**src/design/sjis_glyph_locator_macros.svh**
```systemverilog
// assertion macros for the shift-jis glyph locator
// no dependencies; included by the top level
`ifndef SJIS_GLYPH_LOCATOR_MACROS_SVH
`define SJIS_GLYPH_LOCATOR_MACROS_SVH

// same-cycle implication, disabled during reset
`define SGL_ASSERT_NOW(label, clk, rst_n, ante, cons) \
	label: assert property (@(posedge clk) disable iff (!rst_n) (ante) |-> (cons)) \
		else $error("sgl same-cycle check failed");

// next-cycle implication, disabled during reset
`define SGL_ASSERT_NEXT(label, clk, rst_n, ante, cons) \
	label: assert property (@(posedge clk) disable iff (!rst_n) (ante) |=> (cons)) \
		else $error("sgl next-cycle check failed");

`endif

```
**src/design/sgl_pkg.sv**
```systemverilog
// constants and types for the shift-jis glyph locator
// no dependencies; used by sgl_decode and sjis_glyph_locator
`timescale 1ns / 1ps

package sgl_pkg;

	// lead byte ranges
	localparam logic [7:0] LEAD_LO1 = 8'h81;
	localparam logic [7:0] LEAD_HI1 = 8'h9f;
	localparam logic [7:0] LEAD_LO2 = 8'he0;
	localparam logic [7:0] LEAD_HI2 = 8'hfc;

	// trail byte ranges
	localparam logic [7:0] TRAIL_LO1 = 8'h40;
	localparam logic [7:0] TRAIL_HI1 = 8'h7e;
	localparam logic [7:0] TRAIL_LO2 = 8'h80;
	localparam logic [7:0] TRAIL_HI2 = 8'h9e;
	localparam logic [7:0] TRAIL_LO3 = 8'h9f;

	// row/cell arithmetic
	localparam logic signed [15:0] CELLS_PER_ROW = 16'sd94;
	localparam logic signed [15:0] ROW_OFS2      = 16'sd62;
	localparam logic signed [15:0] CELL_OFS2     = 16'sd63;
	localparam logic signed [15:0] FULL_GLYPHS   = 16'sd8192;

	// pen advance per glyph
	localparam logic [15:0] ADV_HALF = 16'd6;
	localparam logic [15:0] ADV_FULL = 16'd8;

	localparam int GLYPH_W = 13;

	// decode result for one word
	typedef struct packed {
		logic               emit;
		logic               hold_lead;
		logic               full_width;
		logic [GLYPH_W-1:0] glyph_index;
		logic               out_of_range;
	} dec_t;

endpackage

```
**src/design/sgl_decode.sv**
```systemverilog
// byte decoder: classifies a byte against the held lead and forms the glyph number
// depends on sgl_pkg
`timescale 1ns / 1ps

module sgl_decode (
	input  logic [7:0]    code_byte,
	input  logic [7:0]    lead,
	output sgl_pkg::dec_t dec
);
	import sgl_pkg::*;

	logic                byte_is_lead;
	logic signed [15:0]  lead_s;
	logic signed [15:0]  trail_s;
	logic signed [15:0]  row;
	logic signed [15:0]  cell_num;
	logic signed [15:0]  glyph;
	logic                in_store;

	// lead byte classification
	assign byte_is_lead = (code_byte inside {[LEAD_LO1:LEAD_HI1], [LEAD_LO2:LEAD_HI2]});

	assign lead_s  = signed'({8'd0, lead});
	assign trail_s = signed'({8'd0, code_byte});

	// row and cell from lead and trail
	always_comb begin
		if (lead <= LEAD_HI1) begin
			row = (lead_s - signed'({8'd0, LEAD_LO1})) <<< 1;
		end else begin
			row = ((lead_s - signed'({8'd0, LEAD_LO2})) <<< 1) + ROW_OFS2;
		end
		if (code_byte inside {[TRAIL_LO1:TRAIL_HI1]}) begin
			cell_num = trail_s - signed'({8'd0, TRAIL_LO1});
		end else if (code_byte inside {[TRAIL_LO2:TRAIL_HI2]}) begin
			cell_num = trail_s - signed'({8'd0, TRAIL_LO2}) + CELL_OFS2;
		end else begin
			cell_num = trail_s - signed'({8'd0, TRAIL_LO3});
			row      = row + 16'sd1;
		end
	end

	// glyph number and store check
	assign glyph    = 16'(row * CELLS_PER_ROW) + cell_num;
	assign in_store = (glyph >= 16'sd0) && (glyph < FULL_GLYPHS);

	// word classification and result fields
	always_comb begin
		dec = '0;
		if (code_byte == 8'd0) begin
			dec.emit = 1'b0;
		end else if (lead == 8'd0) begin
			if (byte_is_lead) begin
				dec.hold_lead = 1'b1;
			end else begin
				dec.emit        = 1'b1;
				dec.glyph_index = {{(GLYPH_W-8){1'b0}}, code_byte};
			end
		end else begin
			dec.emit         = 1'b1;
			dec.full_width   = 1'b1;
			dec.out_of_range = !in_store;
			dec.glyph_index  = in_store ? glyph[GLYPH_W-1:0] : '0;
		end
	end

endmodule

```
**src/design/sjis_glyph_locator.sv**
```systemverilog
// shift-jis glyph locator: one text byte per word in, at most one glyph word out
// a byte is held in the input register, decoded, and its glyph word is loaded into the result register
// throughput: one byte per cycle unless a glyph word waits on out_ready; the pen, colour and lead
// registers update as a byte leaves the input register, so back-to-back bytes see each other's effect
// reset: arst_n clears pen, colour, held lead and both valid flags to zero
// depends on sgl_pkg, sgl_decode and sjis_glyph_locator_macros.svh
`timescale 1ns / 1ps
`include "sjis_glyph_locator_macros.svh"

module sjis_glyph_locator (
	input  logic                      clk,
	input  logic                      arst_n,
	input  logic                      in_valid,
	output logic                      in_ready,
	input  logic [7:0]                code_byte,
	input  logic                      first_of_string,
	input  logic signed [15:0]        start_x,
	input  logic signed [15:0]        start_y,
	input  logic [7:0]                color,
	output logic                      out_valid,
	input  logic                      out_ready,
	output logic                      full_width,
	output logic [sgl_pkg::GLYPH_W-1:0] glyph_index,
	output logic signed [15:0]        pen_x,
	output logic signed [15:0]        pen_y,
	output logic [7:0]                glyph_color,
	output logic                      out_of_range
);
	import sgl_pkg::*;

	// input register
	logic        valid_s1;
	logic [7:0]  byte_s1;
	logic        first_s1;
	logic [15:0] sx_s1;
	logic [15:0] sy_s1;
	logic [7:0]  col_s1;

	// decoder state
	logic [7:0]  lead_q;
	logic [15:0] cursor_x_q;
	logic [15:0] cursor_y_q;
	logic [7:0]  color_q;

	// result register
	logic               out_valid_q;
	logic               full_q;
	logic [GLYPH_W-1:0] index_q;
	logic [15:0]        pen_x_q;
	logic [15:0]        pen_y_q;
	logic [7:0]         gcol_q;
	logic               oor_q;

	logic [7:0]  lead_eff;
	logic [15:0] cur_x_eff;
	logic [15:0] cur_y_eff;
	logic [7:0]  col_eff;
	logic [15:0] step;
	logic [15:0] cur_x_next;
	logic        advance;
	logic        lead_ok;
	dec_t        dec;

	// new string reloads pen and colour and drops the lead before decoding
	assign lead_eff  = first_s1 ? 8'd0  : lead_q;
	assign cur_x_eff = first_s1 ? sx_s1 : cursor_x_q;
	assign cur_y_eff = first_s1 ? sy_s1 : cursor_y_q;
	assign col_eff   = first_s1 ? col_s1 : color_q;

	sgl_decode u_decode (
		.code_byte (byte_s1),
		.lead      (lead_eff),
		.dec       (dec)
	);

	assign step       = dec.full_width ? ADV_FULL : ADV_HALF;
	assign cur_x_next = cur_x_eff + step;

	// a word leaves the input register unless it emits a glyph word while the result register is full and out_ready is low
	assign advance  = valid_s1 && (!dec.emit || !out_valid_q || out_ready);
	assign in_ready = !valid_s1 || advance;

	// input register
	always_ff @(posedge clk or negedge arst_n) begin
		if (!arst_n) begin
			valid_s1 <= 1'b0;
		end else if (in_ready) begin
			valid_s1 <= in_valid;
		end
	end

	always_ff @(posedge clk) begin
		if (in_ready && in_valid) begin
			byte_s1  <= code_byte;
			first_s1 <= first_of_string;
			sx_s1    <= start_x;
			sy_s1    <= start_y;
			col_s1   <= color;
		end
	end

	// pen, colour and lead state
	always_ff @(posedge clk or negedge arst_n) begin
		if (!arst_n) begin
			lead_q     <= 8'd0;
			cursor_x_q <= 16'd0;
			cursor_y_q <= 16'd0;
			color_q    <= 8'd0;
		end else if (advance) begin
			lead_q     <= dec.hold_lead ? byte_s1 : 8'd0;
			cursor_x_q <= dec.emit ? cur_x_next : cur_x_eff;
			cursor_y_q <= cur_y_eff;
			color_q    <= col_eff;
		end
	end

	// result register
	always_ff @(posedge clk or negedge arst_n) begin
		if (!arst_n) begin
			out_valid_q <= 1'b0;
		end else if (advance && dec.emit) begin
			out_valid_q <= 1'b1;
		end else if (out_ready) begin
			out_valid_q <= 1'b0;
		end
	end

	always_ff @(posedge clk) begin
		if (advance && dec.emit) begin
			full_q  <= dec.full_width;
			index_q <= dec.glyph_index;
			pen_x_q <= cur_x_eff;
			pen_y_q <= cur_y_eff;
			gcol_q  <= col_eff;
			oor_q   <= dec.out_of_range;
		end
	end

	assign out_valid    = out_valid_q;
	assign full_width   = full_q;
	assign glyph_index  = index_q;
	assign pen_x        = signed'(pen_x_q);
	assign pen_y        = signed'(pen_y_q);
	assign glyph_color  = gcol_q;
	assign out_of_range = oor_q;

	// a nonzero held lead always lies in one of the lead ranges
	assign lead_ok = (lead_q inside {[LEAD_LO1:LEAD_HI1], [LEAD_LO2:LEAD_HI2]});

	// checks
	`SGL_ASSERT_NOW(a_oor_full, clk, arst_n, out_valid_q && oor_q, full_q && (index_q == '0))
	`SGL_ASSERT_NOW(a_lead_valid, clk, arst_n, lead_q != 8'd0, lead_ok)
	`SGL_ASSERT_NEXT(a_pen_step, clk, arst_n, advance && dec.emit, cursor_x_q == $past(cur_x_next))
	`SGL_ASSERT_NEXT(a_out_load, clk, arst_n, advance && dec.emit, out_valid_q && (pen_x_q == $past(cur_x_eff)))

endmodule

```
**config.mk**
```make
export PLATFORM = sky130hd
export DESIGN_NAME = sjis_glyph_locator
export DESIGN_NICKNAME = d
export VERILOG_FILES = /design/src/design/sgl_pkg.sv /design/src/design/sgl_decode.sv /design/src/design/sjis_glyph_locator.sv
export VERILOG_INCLUDE_DIRS = /design/src /design/src/design
export SDC_FILE = /design/constraint.sdc
export NUM_CORES = 1
export LEC_CHECK = 0
export ABC_AREA = 1
export ABC_CLOCK_PERIOD_IN_PS = 12000
export BUFFER_PORTS_ARGS = -buffer_cell sky130_fd_sc_hd__buf_2
export CAP_MARGIN = 20
export CORE_MARGIN = 4
export CORE_UTILIZATION = 55
export DETAILED_ROUTE_END_ITERATION = 7
export PLACE_DENSITY = 0.86
export SLEW_MARGIN = 25
export SYNTH_ARGS = -nofsm -noshare
export SYNTH_HDL_FRONTEND = slang
export SYNTH_SLANG_ARGS = --single-unit
```
**constraint.sdc**
```tcl
create_clock -name clk -period 12 [get_ports clk]
set_input_delay 2.4 -clock clk [delete_from_list [all_inputs] [get_ports clk]]
set_output_delay 2.4 -clock clk [all_outputs]
set_load 0.02 [all_outputs]
```
==> impl_metrics.env, run 1 <==
export IMPL_required_ns=12.20
export IMPL_ys_async_sr_fraction=0.325
export IMPL_multi_input_area_um2=4480
export IMPL_antenna_found_initial=0
export IMPL_setup_viol=0
export IMPL_cts_setup_buffers=0
export IMPL_drc=0
export IMPL_worstSetupPathDepth=37
export IMPL_cts_buffers=17
export IMPL_yosys_area_top_type="edfxtp_1"
export IMPL_drv_slew=0
export IMPL_yosys_register_bits=154
export IMPL_synth_most_common_cell="nand2_1"
export IMPL_yosysSeqAreaShare=0.450
export IMPL_max_slew_worst_pin_slew_ns=0.841
export IMPL_cts_path_max_buffers=2
export IMPL_clock_fmax_mhz=128
export IMPL_ant_nets=0
export IMPL_startpoint="first_s1"
export IMPL_htreeDepth=4
export IMPL_synth_area_per_cell_um2=9.41
export IMPL_die_w_um=141
export IMPL_io_buffers=109
export IMPL_pin_count=110
export IMPL_path_class="reg2reg"
export IMPL_end_kind="register"
export IMPL_post_route_period_util=0.651
export IMPL_synth_fp_nets=1175
export IMPL_coreArea_um2=17300
export IMPL_r2r_start="first_s1"
export IMPL_dr_pass1_iters=6
export IMPL_cts_hold_buf=0
export IMPL_ys_types=56
export IMPL_die_area_um2=19900
export IMPL_avgRoutedWirePerCell_um=15.6
export IMPL_ys_flop_type="edfxtp_1"
export IMPL_stdcell_count=1378
export IMPL_dpl_hpwl_um=15000
export IMPL_finalClockSkew_ns=0.0146
export IMPL_start_util=0.562
export IMPL_grt_pass1_wl_um=35700
export IMPL_holdCritPathClass="reg2reg"
export IMPL_crit_path_max_fanout=71
export IMPL_slew_headroom=0.435
export IMPL_synth_area_um2=9730
export IMPL_outcome="complete, no violations"
export IMPL_drtIter0Drc=584
export IMPL_path_buf_inv=9
export IMPL_rsz0062_at_grt="false"
export IMPL_grt_max_degree=81
export IMPL_vias=7450
export IMPL_synth_edf_count=104
export IMPL_synth_area_top_cells="edfxtp_1 32%, dfrtp_1 13%, nand2_1 7.7%, ha_1 7.5%, inv_1 6.4%"
export IMPL_synth_top_area_share=0.321
export IMPL_grt_overflow=0
export IMPL_finalSetupTns_ns=0
export IMPL_ys_warn_count=0
export IMPL_drive_above_1_share=0.200
export IMPL_clk_pin_slew_ns=0.07
export IMPL_drt_vias_per_instance=5.41
export IMPL_ff2ff_setup_slack_ns=4.19
export IMPL_final_nets=1281
export IMPL_r2r_cells=37
export IMPL_wl_um=21500
export IMPL_track_usage=0.223
export IMPL_synth_common_cells="199 x nand2_1, 165 x inv_1, 104 x edfxtp_1"
export IMPL_placementRows=48
export IMPL_area_growth_pct=13.3
export IMPL_arrival_ns=8.01
export IMPL_maxCapViolations=0
export IMPL_endpoint="out_of_range"
export IMPL_crit_path_max_incr_delay_ns=0.57
export IMPL_cp_start_kind="register"
export IMPL_grt_pass1_vias=7588
export IMPL_clk_latency_ns=0.44
export IMPL_syn_inst=1034
export IMPL_cts_tree="built"
export IMPL_finalHoldViolations=0
export IMPL_path_delay_family="adder cells"
export IMPL_fill_cells=1310
export IMPL_crit_slowest_cell="buf_4"
export IMPL_seq_area_um2=4370
export IMPL_num_antenna_cells=0
export IMPL_die_y_um=141
export IMPL_clockRootBuffer="clkbuf_16"
export IMPL_holdCritStartpoint="cursor_x_q[11]"
export IMPL_gp_congestion=0.977
export IMPL_clock_sinks=154
export IMPL_finalCriticalPeriod_ns=7.81
export IMPL_cts_resized=0
export IMPL_dp_cells=1346
export IMPL_timing_rr_end="out_of_range"
==> metrics by stage <==
| stage | util | area (um2) | hold WS [ns] | worst slack (ns) |
|---|---|---|---|---|
| after floorplan | - | 9730 | 0.444 | 4.95 |
| after global placement | 0.602 | 10400 | 0.459 | 4.59 |
| after detailed placement | 0.602 | 10400 | 0.467 | 4.27 |
| after CTS | 0.637 | 11000 | 0.485 | 4.19 |
| after global routing | 0.637 | 11000 | 0.498 | 3.48 |
| final | 0.637 | 11000 | 0.489 | 4.19 |
==> worst min path at each step <==
stage | endpoint | slack, ns | cells after the start
6_report | cursor_x_q[11] | 0.49 | 2
5_1_grt | cursor_x_q[9] | 0.50 | 2
3_3_place_gp | cursor_x_q[10] | 0.46 | 2
4_1_cts | cursor_x_q[11] | 0.48 | 2
3_5_place_dp | cursor_x_q[11] | 0.47 | 2
2_1_floorplan | cursor_x_q[10] | 0.44 | 2
==> final cells by class <==
| type | count | share of cell area |
|---|---|---|
| repair buffers | 113 | 0.0522 |
| clock buffers | 17 | 0.0386 |
| clock inverters | 15 | 0.0176 |
| flip-flops and latches | 154 | 0.397 |
| well taps | 225 | 0.0255 |
| inverters | 181 | 0.0629 |
| multi-input cells | 673 | 0.406 |
==> state kept, by name, summed over array words and instances (netlist names) <==
signal        count
sy_s1            16
col_s1            8
valid_s1          1
pen_y            16
glyph_color       8
out_valid         1
cursor_x_q       16
out_of_range      1
glyph_index      13
lead_q            8
color_q           8
first_s1          1
cursor_y_q       16
pen_x            16
byte_s1           8
full_width        1
sx_s1            16
==> cells in the final DEF (no fill, tap or decap), drive strengths merged, types with 30 or more instances in the layout <==
master / netlist / routed
nand2: 224 / 224
inv: 178 / 184
buf: 15 / 113
edfxtp: 104 / 104
o21ai: 96 / 96
nor2: 60 / 60
ha: 58 / 58
dfrtp: 50 / 50
nand3: 50 / 50
a21oi: 35 / 35
xor2: 31 / 31
fa: 30 / 30
==> per-layer routing <==
layer / wire length [um] / global-route usage / vias to the layer above
met2: 11000 / 0.387 / 282
met5: 0 / 0 / -
met3: 1210 / 0.0448 / 57
li1: - / - / 3607
met4: 677 / 0.0918 / 0
met1: 8660 / 0.273 / 3504
==> worst register-to-register path, delay by kind of cell, from the launching register on <==
kind | cells | cell delay (ns)
adder cells (fa/ha/maj) | 7 | 2.84
AND/OR/NAND/NOR | 14 | 2.22
buffers and inverters | 9 | 1.16
AO/OA/AOI/OAI | 5 | 0.81
flip-flops | 1 | 0.32
XOR/XNOR | 2 | 0.22
==> logic make-up after synthesis <==
logic type / Yosys count / synth area share
xor gates and xnor gates: 41 / 0.0369
adders and majority gates: 88 / 0.136
AOI/OAI and AO/OA: 166 / 0.0982
buffers and inverters: 207 / 0.0898
DFF: 154 / 0.450
and+or+nand+nor: 378 / 0.189
Power of run 1 is not shown: default switching activity piles up to over one toggle a cycle in this logic, so the estimate is an artifact.
==> run 2: changes to the inputs <==
--- a/config.mk
+++ b/config.mk
@@ -7,13 +7,13 @@
 export NUM_CORES = 1
 export LEC_CHECK = 0
 export ABC_AREA = 1
-export ABC_CLOCK_PERIOD_IN_PS = 12000
+export ABC_CLOCK_PERIOD_IN_PS = 6600
 export BUFFER_PORTS_ARGS = -buffer_cell sky130_fd_sc_hd__buf_2
 export CAP_MARGIN = 20
 export CORE_MARGIN = 4
-export CORE_UTILIZATION = 55
+export CORE_UTILIZATION = 54
 export DETAILED_ROUTE_END_ITERATION = 7
-export PLACE_DENSITY = 0.86
+export PLACE_DENSITY = 0.87
 export SLEW_MARGIN = 25
 export SYNTH_ARGS = -nofsm -noshare
 export SYNTH_HDL_FRONTEND = slang
==> constraint.sdc (replaced) <==
create_clock -name clk -period 6.6 [get_ports clk]
set_input_delay 1.32 -clock clk [delete_from_list [all_inputs] [get_ports clk]]
set_output_delay 1.32 -clock clk [all_outputs]
set_load 0.02 [all_outputs]
==> impl_metrics.env, run 2 (synthesized netlist as in run 1, its figures left out) <==
export IMPL_htreeDepth=4
export IMPL_fin_area_um2=11400
export IMPL_clock_fmax_mhz=154
export IMPL_die_w_um=142
export IMPL_pin_count=110
export IMPL_grt_pass1_wl_um=35800
export IMPL_vias=7626
export IMPL_cts_buffers=17
export IMPL_path_class="reg2reg"
export IMPL_slew_headroom=0.438
export IMPL_coreArea_um2=17500
export IMPL_drtIter0Drc=721
export IMPL_clock_sinks=154
export IMPL_area_growth_pct=17.6
export IMPL_maxCapViolations=0
export IMPL_clk_latency_ns=0.44
export IMPL_drc=0
export IMPL_antenna_found_initial=2
export IMPL_path_buf_inv=5
export IMPL_r2r_cells=34
export IMPL_clk_pin_slew_ns=0.07
export IMPL_die_y_um=142
export IMPL_cts_tree="built"
export IMPL_cts_path_max_buffers=2
export IMPL_holdWs_ns=0.485
export IMPL_holdCritPathClass="reg2reg"
export IMPL_drv_slew=0
export IMPL_worstSetupPathDepth=34
export IMPL_place_area_um2=10500
export IMPL_arrival_ns=6.69
export IMPL_end_kind="register"
export IMPL_drive_above_1_share=0.256
export IMPL_dp_cells=1356
export IMPL_num_antenna_cells=0
export IMPL_final_common_cell="nand2_1"
export IMPL_finalCriticalPeriod_ns=6.49
export IMPL_crit_slowest_cell="fa_1"
export IMPL_crit_path_max_incr_delay_ns=0.58
export IMPL_io_buffers=109
export IMPL_min_path_cells=2
export IMPL_setup_viol=0
export IMPL_required_ns=6.81
export IMPL_avgRoutedWirePerCell_um=16.1
export IMPL_cts_hold_buf=0
export IMPL_final_nets=1311
export IMPL_grt_pass1_vias=7683
export IMPL_stdcell_count=1408
export IMPL_wl_um=22600
export IMPL_clockRootBuffer="clkbuf_16"
export IMPL_final_cell_mix="196 x nand2_1, 158 x inv_1, 109 x buf_2, 104 x edfxtp_1, 84 x o21ai_0"
export IMPL_die_area_um2=20200
export IMPL_path_delay_family="adder cells"
export IMPL_dpl_hpwl_um=15300
export IMPL_finalClockSkew_ns=0.0110
export IMPL_start_util=0.557
export IMPL_grt_overflow=0
export IMPL_track_usage=0.219
export IMPL_finalHoldViolations=0
export IMPL_crit_path_max_fanout=8
export IMPL_outcome="complete, no violations"
export IMPL_ant_nets=0
export IMPL_post_route_period_util=0.983
export IMPL_max_slew_worst_pin_slew_ns=0.842
export IMPL_grt_max_degree=81
export IMPL_cp_start_kind="register"
export IMPL_placementRows=48
export IMPL_gp_congestion=0.963
export IMPL_dr_pass1_iters=5
export IMPL_cp_common_cell="nand2_1"
export IMPL_drt_vias_per_instance=5.42
[run 2: cell types whose count changed in the layout (fill, tap and decap cells not counted), moves of 4 or more]
| cell | previous run | this run |
|---|---|---|
| ha_1 | 58 | 50 |
| a21oi_1 | 35 | 28 |
| inv_2 | 13 | 18 |
| nor2_4 | 8 | 12 |
| ha_4 | 0 | 7 |
| inv_1 | 163 | 158 |
| nor2_1 | 44 | 36 |
| buf_4 | 4 | 33 |
| a21oi_2 | 0 | 7 |
| nor2_2 | 8 | 12 |
[run 2: worst register-to-register path: cells and delay by family, from the launching register on]
| kind | cells | cell delay [ns] |
|---|---|---|
| buffers and inverters | 5 | 0.49 |
| AOI/OAI and AO/OA | 5 | 0.61 |
| xor gates and xnor gates | 4 | 0.62 |
| and+or+nand+nor | 14 | 1.65 |
| adders and majority gates | 6 | 2.45 |
| DFF | 1 | 0.43 |
[run 2: layout make-up]
type,count,area [um2]
clock buffers,17,425
clock inverters,15,161
fillers,1242,6030
inverters,181,693
multi-input cells,673,4710
flip-flops and latches,154,4370
well taps,225,282
repair buffers,143,805
[run 2: worst paths after layout]
path | slack [ns] | from | endpoint
max in group asynchronous | 5.14 | arst_n | cursor_x_q[2]
min | 0.49 | cursor_x_q[6] | cursor_x_q[6]
min in group asynchronous | 0.99 | arst_n | cursor_y_q[8]
min reg2reg | 0.49 | cursor_x_q[6] | cursor_x_q[6]
max reg2reg | 0.11 | first_s1 | out_of_range
max | 0.11 | first_s1 | out_of_range
[run 2: layer usage]
metal  part of all wire  wire length [um]  track usage  vias to the layer above
li1                   -                 -            -                     3651
met1               0.40              9050        0.272                     3622
met2               0.51             11600        0.372                      299
met3              0.063              1440       0.0511                       50
met4              0.024               546       0.0848                        4
met5             0.0011                25            0                        -
[run 2: timing repair]
item,CTS,global route
pin swaps,2,20
gates resized for setup,2,43
buffers inserted,3,17
endpoints found under the setup margin,14,14
[run 2: through the flow]
step           utilization  worst slack [ns]  TNS [ns]
3_5_place_dp         0.601            -0.170    -0.839
6_report             0.655             0.113         0
5_1_grt              0.655            -0.166     -1.24
3_3_place_gp         0.601             0.119         0
2_1_floorplan            -           0.00417         0
4_1_cts              0.636            0.0751         0
Power of run 2 is left out for the same reason.
==> run 3: changes to the inputs <==
--- a/config.mk
+++ b/config.mk
@@ -10,11 +10,12 @@
 export ABC_CLOCK_PERIOD_IN_PS = 6600
 export BUFFER_PORTS_ARGS = -buffer_cell sky130_fd_sc_hd__buf_2
 export CAP_MARGIN = 20
-export CORE_MARGIN = 4
+export CORE_MARGIN = 2
 export CORE_UTILIZATION = 54
 export DETAILED_ROUTE_END_ITERATION = 7
-export PLACE_DENSITY = 0.87
+export PLACE_DENSITY = 0.88
 export SLEW_MARGIN = 25
 export SYNTH_ARGS = -nofsm -noshare
 export SYNTH_HDL_FRONTEND = slang
+export SYNTH_HIERARCHICAL = 1
 export SYNTH_SLANG_ARGS = --single-unit
==> impl_metrics.env, run 3 <==
export IMPL_start_util=0.551
export IMPL_yosysSeqAreaShare=0.461
export IMPL_yosys_area_top_type="edfxtp_1"
export IMPL_r2r_cells=40
export IMPL_drive_above_1_share=0.259
export IMPL_grt_pass1_vias=7123
export IMPL_cts_buffers=17
export IMPL_ys_types=43
export IMPL_maxCapViolations=0
export IMPL_synth_common_cells="209 x nand2_1, 173 x inv_1, 104 x edfxtp_1"
export IMPL_ys_warn_count=6
export IMPL_drt_vias_per_instance=5.56
export IMPL_dr_pass1_iters=6
export IMPL_drv_slew=0
export IMPL_finalCriticalPeriod_ns=6.66
export IMPL_yosys_register_bits=154
export IMPL_synth_area_per_cell_um2=9.26
export IMPL_rsz0062_at_grt="true"
export IMPL_holdCritPathClass="reg2reg"
export IMPL_synth_fp_nets=1165
export IMPL_finalHoldViolations=0
export IMPL_vias=7882
export IMPL_htreeDepth=4
export IMPL_final_common_cell="nand2_1"
export IMPL_dp_cells=1350
export IMPL_drc=0
export IMPL_setup_viol=14
export IMPL_io_buffers=109
export IMPL_placementRows=48
export IMPL_avgRoutedWirePerCell_um=17.1
export IMPL_min_path_cells=2
export IMPL_dpl_hpwl_um=15500
export IMPL_die_w_um=137
export IMPL_cp_start_kind="register"
export IMPL_fin_ws_ns=-0.0605
export IMPL_arrival_ns=6.84
export IMPL_crit_path_max_incr_delay_ns=0.60
export IMPL_cts_path_max_buffers=2
export IMPL_wl_um=24200
export IMPL_synth_most_common_cell="nand2_1"
export IMPL_pin_count=110
export IMPL_cts_tree="built"
export IMPL_ys_async_sr_fraction=0.325
export IMPL_final_cell_mix="203 x nand2_1, 159 x inv_1, 109 x buf_2, 104 x edfxtp_1, 84 x o21ai_0"
export IMPL_cp_common_cell="inv_2"
export IMPL_antenna_found_initial=0
export IMPL_grt_overflow=0
export IMPL_post_route_period_util=1.01
export IMPL_gp_congestion=0.930
export IMPL_drtIter0Drc=902
export IMPL_synth_area_um2=9490
export IMPL_crit_path_max_fanout=6
export IMPL_end_kind="register"
export IMPL_path_class="reg2reg"
export IMPL_outcome="complete, but fails checks"
export IMPL_violations="setup timing"
export IMPL_syn_inst=1025
export IMPL_grt_max_degree=86
export IMPL_synth_area_top_cells="edfxtp_1 33%, dfrtp_1 13%, nand2_1 8.3%, ha_1 7.6%, inv_1 6.8%"
export IMPL_synth_top_area_share=0.329
export IMPL_clk_latency_ns=0.43
export IMPL_track_usage=0.238
export IMPL_required_ns=6.78
export IMPL_crit_slowest_cell="fa_1"
export IMPL_finalClockSkew_ns=0.0169
export IMPL_slew_headroom=0.469
export IMPL_num_antenna_cells=0
export IMPL_clock_sinks=154
export IMPL_ys_flop_type="edfxtp_1"
export IMPL_ant_nets=0
export IMPL_pre_cts_ws_ns=-0.116
export IMPL_max_slew_worst_pin_slew_ns=0.790
export IMPL_clk_pin_slew_ns=0.07
export IMPL_final_nets=1319
export IMPL_synth_edf_count=104
export IMPL_grt_pass1_wl_um=34700
export IMPL_area_growth_pct=21.8
export IMPL_coreArea_um2=17200
export IMPL_die_area_um2=18700
export IMPL_clockRootBuffer="clkbuf_16"
export IMPL_die_y_um=137
export IMPL_stdcell_count=1417
export IMPL_clock_fmax_mhz=150
[run 3: changes by cell type after synthesis, sizes merged, moves of 4 or more]
cell / before / now
or2: 12 / 0
nand2: 224 / 236
a21oi: 35 / 41
nor3: 7 / 11
a31oi: 9 / 5
xor2: 31 / 25
nor2: 60 / 53
[run 3: cells by family after synthesis]
group,synth area share
AND/OR/NAND/NOR,0.187
flip-flops,0.461
buffers and inverters,0.0854
adder cells (fa/ha/maj),0.138
AO/OA/AOI/OAI,0.0958
XOR/XNOR,0.0332
[run 3: repair_timing]
item	4_1_cts	5_1_grt
pin swaps	2	49
gates cloned	0	2
hold buffers	0	0
gates resized for setup	3	63
setup endpoints to repair	14	14
endpoints found under the hold margin	0	0
setup buffers	6	27
[run 3: critical path, delay by kind of cell (launching register included)]
family | cells | cell delay (ns)
DFF | 1 | 0.45
buffers and inverters | 11 | 0.87
and+or+nand+nor | 15 | 1.44
adders and majority gates | 7 | 2.65
xor gates and xnor gates | 1 | 0.16
AOI/OAI and AO/OA | 6 | 0.85
[run 3: path summary, 6_finish.rpt]
kind	slack [ns]	end	from
max	-0.06	glyph_index[8]	first_s1
min	0.48	cursor_x_q[10]	cursor_x_q[10]
max reg2reg	-0.06	glyph_index[8]	first_s1
min reg2reg	0.48	cursor_x_q[10]	cursor_x_q[10]
max in group asynchronous	5.10	lead_q[0]	arst_n
min in group asynchronous	1.01	cursor_x_q[11]	arst_n
[run 3: layout make-up]
type                    count  area (um2)
flip-flops and latches    154        4370
repair buffers            158         928
clock buffers              17         425
fillers                  1179        5670
well taps                 225         282
multi-input cells         667        4670
inverters                 181         691
clock inverters            15         194
[run 3: metrics by stage]
step | util | hold WS (ns) | TNS [ns] | instance area, um2
CTS | 0.640 | 0.486 | 0 | 11000
global route | 0.671 | 0.507 | -4.36 | 11600
detailed placement | 0.601 | 0.467 | -1.44 | 10400
finish | 0.671 | 0.485 | -0.615 | 11600
global placement | 0.601 | 0.464 | 0 | 10400
floorplan | - | 0.449 | 0 | 9560
[run 3: metal layers]
metal  up-vias  GRT usage  routed length (um)
li1       3671          -                   -
met1      3713      0.314                9490
met4         0     0.0758                 556
met5         -          0                   0
met3        62     0.0452                1860
met2       436      0.399               12300
Power of run 3 is left out for the same reason.
